<file path="src/rtl/box_intersection_over_union_defines.svh">
// ----------------------------------------------------------------------------
// Box IoU assertion macros
// Concurrent assertion wrappers, compiled out when SYNTH is defined.
// ----------------------------------------------------------------------------
`ifndef BOX_INTERSECTION_OVER_UNION_DEFINES_SVH
`define BOX_INTERSECTION_OVER_UNION_DEFINES_SVH

`ifndef SYNTH
`define BIOU_ASSERT(lbl, prop, msg) \
    lbl: assert property (@(posedge i_clk) disable iff (!i_rst_n) prop) else $error(msg);
`define BIOU_ASSERT_RST(lbl, prop, msg) \
    lbl: assert property (@(posedge i_clk) prop) else $error(msg);
`else
`define BIOU_ASSERT(lbl, prop, msg)
`define BIOU_ASSERT_RST(lbl, prop, msg)
`endif

`endif

</file>
<file path="src/rtl/biou_pkg.sv">
// ----------------------------------------------------------------------------
// Box IoU package
// Widths and shared types of the box intersection over union pipeline.
// ----------------------------------------------------------------------------
`default_nettype none

package biou_pkg;

    localparam int COORD_W    = 16;
    localparam int SIZE_W     = 15;
    localparam int EDGE_W     = COORD_W + 1;
    localparam int AREA_W     = 2 * SIZE_W;
    localparam int UNION_W    = AREA_W + 1;
    localparam int FRAC_BITS  = 16;
    localparam int QUO_W      = FRAC_BITS + 1;
    localparam int CELLS      = QUO_W;
    localparam int IN_DATA_W  = 128;
    localparam int OUT_DATA_W = 24;

    typedef struct packed {
        logic valid;
        logic uz;
    } t_ctl;

endpackage

`default_nettype wire

</file>
<file path="src/rtl/biou_area.sv">
// ----------------------------------------------------------------------------
// Box IoU area front end
// Three stages: overlap extents, area products, union and divider seed.
// ----------------------------------------------------------------------------
`default_nettype none

module biou_area (
    input  wire logic                                 i_clk,
    input  wire logic                                 i_rst_n,
    input  wire logic                                 i_valid,
    output logic                                      o_ready,
    input  wire logic signed [biou_pkg::COORD_W-1:0]  i_a_x,
    input  wire logic signed [biou_pkg::COORD_W-1:0]  i_a_y,
    input  wire logic        [biou_pkg::SIZE_W-1:0]   i_a_width,
    input  wire logic        [biou_pkg::SIZE_W-1:0]   i_a_height,
    input  wire logic signed [biou_pkg::COORD_W-1:0]  i_b_x,
    input  wire logic signed [biou_pkg::COORD_W-1:0]  i_b_y,
    input  wire logic        [biou_pkg::SIZE_W-1:0]   i_b_width,
    input  wire logic        [biou_pkg::SIZE_W-1:0]   i_b_height,
    input  wire logic                                 i_ready,
    output biou_pkg::t_ctl                            o_ctl,
    output logic             [biou_pkg::UNION_W-1:0]  o_rem,
    output logic             [biou_pkg::UNION_W-1:0]  o_div,
    output logic                                      o_bit
);

    localparam int EW = biou_pkg::EDGE_W;
    localparam int SW = biou_pkg::SIZE_W;
    localparam int AW = biou_pkg::AREA_W;
    localparam int UW = biou_pkg::UNION_W;

    logic w_load0, w_load1, w_load2;
    logic r_v0, r_v1, r_v2;

    // stage 0: overlap extents
    logic signed [EW-1:0] w_ax, w_ay, w_bx, w_by, w_ar, w_ab, w_br, w_bb;
    logic signed [EW-1:0] w_ow, w_oh;
    logic                 w_sep;
    logic [SW-1:0] r_ow, r_oh, r_aw, r_ah, r_bw, r_bh;
    logic [SW-1:0] n_ow, n_oh;

    // stage 1: products
    logic [AW-1:0] r_inter, r_area_a, r_area_b;

    // stage 2: union
    logic [UW-1:0] r_uni, r_rem, n_uni;
    logic          r_uz, r_bit;

    assign w_load2 = !r_v2 || i_ready;
    assign w_load1 = !r_v1 || w_load2;
    assign w_load0 = !r_v0 || w_load1;
    assign o_ready = w_load0;

    always_comb begin
        w_ax = EW'(i_a_x);
        w_ay = EW'(i_a_y);
        w_bx = EW'(i_b_x);
        w_by = EW'(i_b_y);
        w_ar = w_ax + $signed({2'b00, i_a_width});
        w_ab = w_ay + $signed({2'b00, i_a_height});
        w_br = w_bx + $signed({2'b00, i_b_width});
        w_bb = w_by + $signed({2'b00, i_b_height});
        w_sep = (w_br < w_ax) || (w_ar < w_bx) || (w_bb < w_ay) || (w_ab < w_by);
        w_ow = ((w_ar < w_br) ? w_ar : w_br) - ((w_ax > w_bx) ? w_ax : w_bx);
        w_oh = ((w_ab < w_bb) ? w_ab : w_bb) - ((w_ay > w_by) ? w_ay : w_by);
        n_ow = w_sep ? '0 : w_ow[SW-1:0];
        n_oh = w_sep ? '0 : w_oh[SW-1:0];
        n_uni = {1'b0, r_area_a} + {1'b0, r_area_b} - {1'b0, r_inter};
    end

    always_ff @(posedge i_clk) begin
        if (!i_rst_n) begin
            r_v0 <= 1'b0;
            r_v1 <= 1'b0;
            r_v2 <= 1'b0;
        end else begin
            if (w_load0) r_v0 <= i_valid;
            if (w_load1) r_v1 <= r_v0;
            if (w_load2) r_v2 <= r_v1;
        end
    end

    always_ff @(posedge i_clk) begin
        if (w_load0) begin
            r_ow <= n_ow;
            r_oh <= n_oh;
            r_aw <= i_a_width;
            r_ah <= i_a_height;
            r_bw <= i_b_width;
            r_bh <= i_b_height;
        end
        if (w_load1) begin
            r_inter  <= r_ow * r_oh;
            r_area_a <= r_aw * r_ah;
            r_area_b <= r_bw * r_bh;
        end
        if (w_load2) begin
            r_uni <= n_uni;
            r_uz  <= (n_uni == '0);
            r_rem <= UW'(r_inter[AW-1:1]);
            r_bit <= r_inter[0];
        end
    end

    assign o_ctl = '{valid: r_v2, uz: r_uz};
    assign o_rem = r_rem;
    assign o_div = r_uni;
    assign o_bit = r_bit;

endmodule

`default_nettype wire

</file>
<file path="src/rtl/biou_div_cell.sv">
// ----------------------------------------------------------------------------
// Box IoU divider cell
// One restoring division step: shift in a bit, trial subtract, one quotient bit.
// ----------------------------------------------------------------------------
`default_nettype none

module biou_div_cell (
    input  wire logic                                i_clk,
    input  wire logic                                i_rst_n,
    input  wire biou_pkg::t_ctl                      i_ctl,
    output logic                                     o_ready,
    input  wire logic [biou_pkg::UNION_W-1:0]        i_rem,
    input  wire logic [biou_pkg::UNION_W-1:0]        i_div,
    input  wire logic [biou_pkg::QUO_W-1:0]          i_quo,
    input  wire logic                                i_bit,
    input  wire logic                                i_ready,
    output biou_pkg::t_ctl                           o_ctl,
    output logic      [biou_pkg::UNION_W-1:0]        o_rem,
    output logic      [biou_pkg::UNION_W-1:0]        o_div,
    output logic      [biou_pkg::QUO_W-1:0]          o_quo
);

    localparam int UW = biou_pkg::UNION_W;
    localparam int QW = biou_pkg::QUO_W;

    logic          w_load;
    logic [UW:0]   w_trial;
    logic [UW+1:0] w_diff;
    logic          w_ge;
    logic [UW-1:0] n_rem;
    logic [QW-1:0] n_quo;

    logic          r_valid, r_uz;
    logic [UW-1:0] r_rem, r_div;
    logic [QW-1:0] r_quo;

    assign w_load  = !r_valid || i_ready;
    assign o_ready = w_load;

    always_comb begin
        w_trial = {i_rem, i_bit};
        w_diff  = {1'b0, w_trial} - {2'b00, i_div};
        w_ge    = !w_diff[UW+1];
        n_rem   = w_ge ? w_diff[UW-1:0] : w_trial[UW-1:0];
        n_quo   = {i_quo[QW-2:0], w_ge};
    end

    always_ff @(posedge i_clk) begin
        if (!i_rst_n) begin
            r_valid <= 1'b0;
        end else if (w_load) begin
            r_valid <= i_ctl.valid;
        end
    end

    always_ff @(posedge i_clk) begin
        if (w_load) begin
            r_uz  <= i_ctl.uz;
            r_rem <= n_rem;
            r_div <= i_div;
            r_quo <= n_quo;
        end
    end

    assign o_ctl = '{valid: r_valid, uz: r_uz};
    assign o_rem = r_rem;
    assign o_div = r_div;
    assign o_quo = r_quo;

endmodule

`default_nettype wire

</file>
<file path="src/rtl/box_intersection_over_union.sv">
// ----------------------------------------------------------------------------
// Box intersection over union
// Streams box pairs in, IoU ratios out as unsigned Q1.16.
// ----------------------------------------------------------------------------
// Slave channel: one word per box pair, accepted on i_s_tvalid && o_s_tready.
// Master channel: one word per pair: tdata holds the ratio (65536 = 1.0,
// truncated), tuser flags a zero union, in which case the ratio is 0.
// From acceptance to o_m_tvalid a word passes three front stages
// (overlap, area products, union) and a chain of 17 divider cells, one
// quotient bit per cell. Throughput is one word per cycle while the
// receiver does not stall.
// Every stage holds its own valid bit and loads when it is empty or its
// successor loads, so a stalled receiver only fills the pipeline: new words
// are taken until each stage holds one, and bubbles close up on their own.
// Reset (synchronous, active low) empties the pipeline; no word is in flight
// after it and o_m_tvalid is low.
// ----------------------------------------------------------------------------
`default_nettype none

`include "box_intersection_over_union_defines.svh"

module box_intersection_over_union (
    input  wire logic                                  i_clk,
    input  wire logic                                  i_rst_n,
    input  wire logic                                  i_s_tvalid,
    output logic                                       o_s_tready,
    // a_x[15:0] a_y[31:16] a_width[46:32] a_height[61:47]
    // b_x[77:62] b_y[93:78] b_width[108:94] b_height[123:109], zero fill
    input  wire logic [biou_pkg::IN_DATA_W-1:0]        i_s_tdata,
    output logic                                       o_m_tvalid,
    input  wire logic                                  i_m_tready,
    // ratio[16:0], zero fill
    output logic      [biou_pkg::OUT_DATA_W-1:0]       o_m_tdata,
    // union_zero[0]
    output logic      [0:0]                            o_m_tuser
);

    localparam int UW = biou_pkg::UNION_W;
    localparam int QW = biou_pkg::QUO_W;
    localparam int NC = biou_pkg::CELLS;

    biou_pkg::t_ctl w_ctl   [0:NC];
    logic [UW-1:0]  w_rem   [0:NC];
    logic [UW-1:0]  w_div   [0:NC];
    logic [QW-1:0]  w_quo   [0:NC];
    logic           w_ready [0:NC];
    logic           w_bit;
    logic [QW-1:0]  w_ratio;

    biou_area u_area (
        .i_clk      (i_clk),
        .i_rst_n    (i_rst_n),
        .i_valid    (i_s_tvalid),
        .o_ready    (o_s_tready),
        .i_a_x      (i_s_tdata[15:0]),
        .i_a_y      (i_s_tdata[31:16]),
        .i_a_width  (i_s_tdata[46:32]),
        .i_a_height (i_s_tdata[61:47]),
        .i_b_x      (i_s_tdata[77:62]),
        .i_b_y      (i_s_tdata[93:78]),
        .i_b_width  (i_s_tdata[108:94]),
        .i_b_height (i_s_tdata[123:109]),
        .i_ready    (w_ready[0]),
        .o_ctl      (w_ctl[0]),
        .o_rem      (w_rem[0]),
        .o_div      (w_div[0]),
        .o_bit      (w_bit)
    );

    assign w_quo[0] = '0;

    for (genvar k = 0; k < NC; k++) begin : g_cell
        logic w_cell_bit;
        if (k == 0) begin : g_first
            assign w_cell_bit = w_bit;
        end else begin : g_rest
            assign w_cell_bit = 1'b0;
        end

        biou_div_cell u_cell (
            .i_clk   (i_clk),
            .i_rst_n (i_rst_n),
            .i_ctl   (w_ctl[k]),
            .o_ready (w_ready[k]),
            .i_rem   (w_rem[k]),
            .i_div   (w_div[k]),
            .i_quo   (w_quo[k]),
            .i_bit   (w_cell_bit),
            .i_ready (w_ready[k+1]),
            .o_ctl   (w_ctl[k+1]),
            .o_rem   (w_rem[k+1]),
            .o_div   (w_div[k+1]),
            .o_quo   (w_quo[k+1])
        );
    end

    assign w_ready[NC] = i_m_tready;
    assign w_ratio     = w_ctl[NC].uz ? '0 : w_quo[NC];

    assign o_m_tvalid   = w_ctl[NC].valid;
    assign o_m_tdata    = biou_pkg::OUT_DATA_W'(w_ratio);
    assign o_m_tuser[0] = w_ctl[NC].uz;

    `BIOU_ASSERT(a_uz_ratio, o_m_tvalid && o_m_tuser[0] |-> (w_ratio == '0), "zero union with ratio")
    `BIOU_ASSERT(a_ratio_max, o_m_tvalid |-> !(w_ratio[QW-1] && (w_ratio[QW-2:0] != '0)), "ratio above one")
    `BIOU_ASSERT_RST(a_rst_empty, !i_rst_n |=> !o_m_tvalid, "word out after reset")

endmodule

`default_nettype wire

</file>
<file path="config.mk">
export PLATFORM = sky130hd
export DESIGN_NAME = box_intersection_over_union
export DESIGN_NICKNAME = d
export VERILOG_FILES = /design/src/rtl/biou_pkg.sv /design/src/rtl/biou_area.sv /design/src/rtl/biou_div_cell.sv /design/src/rtl/box_intersection_over_union.sv
export VERILOG_INCLUDE_DIRS = /design/src /design/src/rtl
export SDC_FILE = /design/constraint.sdc
export NUM_CORES = 2
export LEC_CHECK = 0
export ABC_CLOCK_PERIOD_IN_PS = 9950
export BUFFER_PORTS_ARGS = -buffer_cell sky130_fd_sc_hd__buf_4
export CAP_MARGIN = 5
export CORE_UTILIZATION = 60
export CTS_BUF_LIST = sky130_fd_sc_hd__clkbuf_16
export DETAILED_ROUTE_END_ITERATION = 10
export GPL_TIMING_DRIVEN = 0
export PLACE_DENSITY = 0.79
export SLEW_MARGIN = 30
export SYNTH_ARGS = -nofsm -noshare
export SYNTH_HDL_FRONTEND = slang
export SYNTH_SLANG_ARGS = --single-unit
export TNS_END_PERCENT = 5
</file>
<file path="constraint.sdc">
create_clock -name i_clk -period 9.95 [get_ports i_clk]
set_input_delay 0.4975 -clock i_clk [delete_from_list [all_inputs] [get_ports i_clk]]
set_output_delay 0.4975 -clock i_clk [all_outputs]
set_load 0.1 [all_outputs]
</file>
==> results.py <==
metrics = {
    "final_layout": {
        "final_common_cell": "inv_1",
        "final_cell_mix": "inv_1, edfxtp_1, ha_1, nand2_1, a21oi_1",
        "area_delta_synth_final_pct": 10.1,
        "final_area_um2": 115000,
        "drive_gt1_share_pct": 7.22,
        "fin_util_pct": 66.9,
        "num-nets-final": 11899,
        "fillCellCount": 12868,
    },
    "worst_setup_path": {
        "crit_fanout": 10,
        "regToRegSetupSlack_ps": 2110,
        "critical-path-slowest-cell": "dlygate4sd3_1",
        "r2r_end": "u_area.r_area_b[29]",
        "r2r_start": "u_area.r_bw[9]",
        "critical_path_class": "in -> reg",
        "critPathBufInv": 5,
        "path_common_cell": "o21ai_0",
        "cp-start-kind": "primary input",
        "worst-path-stages": 35,
        "required_ps": 10510,
        "reg2reg_depth": 24,
        "worstPathArrival_ps": 9400,
        "crit_family": "compound AO/OA/AOI/OAI gates",
        "crit_path_max_incr_delay_ps": 550,
        "end_kind": "flop",
    },
    "sta": {
        "max_freq_mhz": 113,
        "fin_tns_setup_ps": 0,
        "worst_pin_slew_ps": 1060,
        "hold_viol_final": 0,
        "rsz0062_at_grt": "false",
        "setup_viol": 0,
        "slew_headroom_pct": 29.0,
        "fin_crit_sh_pct": 88.8,
        "drv_slew": 0,
        "skew_ps": 62.3,
        "period_needed_ps": 8830,
    },
    "clock_tree": {
        "cts.sinks": 1424,
        "clock_path_buffers": 3,
        "htreeDepth": 4,
        "numCtsBuffers": 154,
        "post_cts_resized": 0,
        "clk_latency_ps": 810,
        "postCtsSetupBuffers": 0,
        "cts_hold_buffers": 61,
        "path_clk_slew_ps": 60,
        "clock_tree.root_cell": "clkbuf_16",
        "cts_tree": "built",
    },
    "floorplanning": {
        "start_util_pct": 60.7,
        "die-area_um2": 176000,
        "rows": 152,
        "ios": 159,
        "die_h_um": 420,
        "core-area_um2": 172000,
        "die-width_um": 420,
    },
    "min_path": {
        "hold-path-endpoint": "g_cell[15].u_cell.r_valid",
        "hp-class": "in -> reg",
        "min_path_cells": 4,
        "hold_start": "i_m_tready",
    },
    "route": {
        "wl_per_cell_um": 20.2,
        "vias": 74225,
        "drt-vias-per-instance": 5.88,
        "wl_mm": 255,
        "drc": 0,
        "drt_iter0_drc": 5508,
        "drt-pass1-iter-count": 6,
        "final_antenna_net_count": 0,
    },
    "global_route": {
        "grt_pass1_vias": 76560,
        "grt_overflow_total": 0,
        "grt_first_pass_wirelength_mm": 405,
        "grt_start_max_net_pins": 61,
        "grt_use_total_pct": 29.3,
        "antenna_found_initial": 7,
    },
    "synth": {
        "ys_seq_elements": 1424,
        "seq_area_frac_synth_pct": 40.7,
        "yosys_warnings": 0,
        "synth_edf_count": 1404,
        "netlist_area_um2": 105000,
        "synth_cell_types": 93,
        "ys_async_sr_fraction_pct": 0,
        "synthFlopType": "edfxtp_1",
        "syn_area_per_cell_um2": 10.7,
        "synth_cells": 9788,
    },
    "outcome": {
        "status": "finished clean",
    },
    "flow_run": {
        "maxCapViolCount": 0,
    },
    "placed_design": {
        "port_buffers": 146,
        "gp_congestion": 0.967,
        "dp_hpwl_mm": 202,
        "postPlaceCellArea_um2": 109000,
    },
}
-- registers in the layout, summed over array words and instances (netlist names) --
name / count
u_area.r_oh: 15
g_cell.u_cell.o_quo: 153
u_area.r_v1: 1
u_area.r_area_a: 30
u_area.o_rem: 29
g_cell.u_cell.o_rem: 496
u_area.r_inter: 30
u_area.r_v2: 1
u_area.r_aw: 15
g_cell.u_cell.r_uz: 17
g_cell.u_cell.r_valid: 17
u_area.r_bh: 15
u_area.r_ah: 15
u_area.r_ow: 15
u_area.r_bw: 15
u_area.o_div: 31
u_area.r_v0: 1
u_area.o_bit: 1
u_area.r_uz: 1
u_area.r_area_b: 30
g_cell.u_cell.o_div: 496
-- worst register-to-register path: cells and delay by family (launching register included) --
family,cells,cell delay [ps]
compound gates,10,2330
flops,1,560
fa+ha+maj,7,3360
buf+inv,5,560
simple gates,1,260
xor+xnor,1,460
-- per-stage QoR --
stage,instances,hold WS (ps),worst slack (ps)
floorplan,9794,400,2590
global placement,12250,401,460
detailed placement,12274,405,1080
CTS,12622,134,1290
global route,12622,170,665
finish,12624,170,1120
-- cell type report --
cell class | count | area (um^2) | share of cell area, %
sequential | 1424 | 42600 | 36.9
buffer | 199 | 783 | 0.680
antenna | 2 | 5.00 | 0.00434
tap | 2310 | 2890 | 2.51
inverter | 1430 | 5390 | 4.68
multi-input combinational | 6741 | 56100 | 48.7
clock buffer | 154 | 3850 | 3.34
clock inverter | 133 | 1400 | 1.22
timing repair buffer | 231 | 2280 | 1.98
-- how the worst max path moves through the flow --
stage	start	endpoint	slack [ps]
final	i_s_tdata[32]	u_area.r_ow[14]	1120
after floorplan	g_cell[16].u_cell.r_valid	o_s_tready	2590
after detailed placement	i_s_tdata[32]	u_area.r_ow[14]	1080
after CTS	i_s_tdata[32]	u_area.r_ow[14]	1290
after global placement	i_m_tready	o_s_tready	460
after global routing	i_s_tdata[32]	u_area.r_ow[14]	670
-- cell usage after synthesis, types with 31 or more instances --
cell	count	area, um^2
nand2_1	740	2780
nand3_1	89	445
a2111oi_0	31	272
a31oi_1	42	263
inv_1	1428	5360
nand4_1	40	250
a21boi_0	32	240
xnor2_1	379	3320
nor2b_1	127	795
a21oi_1	610	3050
edfxtp_1	1404	42200
ha_1	1033	12900
nor3_1	108	541
or3_1	51	319
a211oi_1	68	510
and2_1	409	2560
a21o_1	277	2080
mux2_2	231	2600
xor2_1	170	1490
fa_1	553	11100
o31ai_1	59	443
o21bai_1	58	435
o21ai_0	471	2360
nand2b_1	116	726
clkbuf_1	179	672
and3_1	54	338
nor2_1	451	1690
o21a_1	163	1220
-- routing by layer --
layer	track usage, %	part of all wire (%)	up-vias
met5	0	0.0051	-
met4	15.9	5.8	2
met3	4.05	5.4	716
met2	51.2	50	2465
met1	34.9	39	36194
li1	-	-	34848
-- kinds of logic (layout without fill, tap and decap cells) --
| kind of cell | count (synthesis) | after routing | synth area share, % |
|---|---|---|---|
| xor gates and xnor gates | 549 | 549 | 4.60 |
| AOI/OAI and AO/OA | 2062 | 2062 | 12.5 |
| and+or+nand+nor | 2282 | 2282 | 10.7 |
| adders and majority gates | 1588 | 1588 | 23.0 |
| other | 1 | 9 | 0.00358 |
| muxes | 253 | 253 | 2.70 |
| DFF | 1424 | 1424 | 40.7 |
| buffers and inverters | 1629 | 2147 | 5.87 |
Power is left out: the tool's default activity adds up to more than one toggle a clock period on the data nets, which glitch-free logic cannot reach.
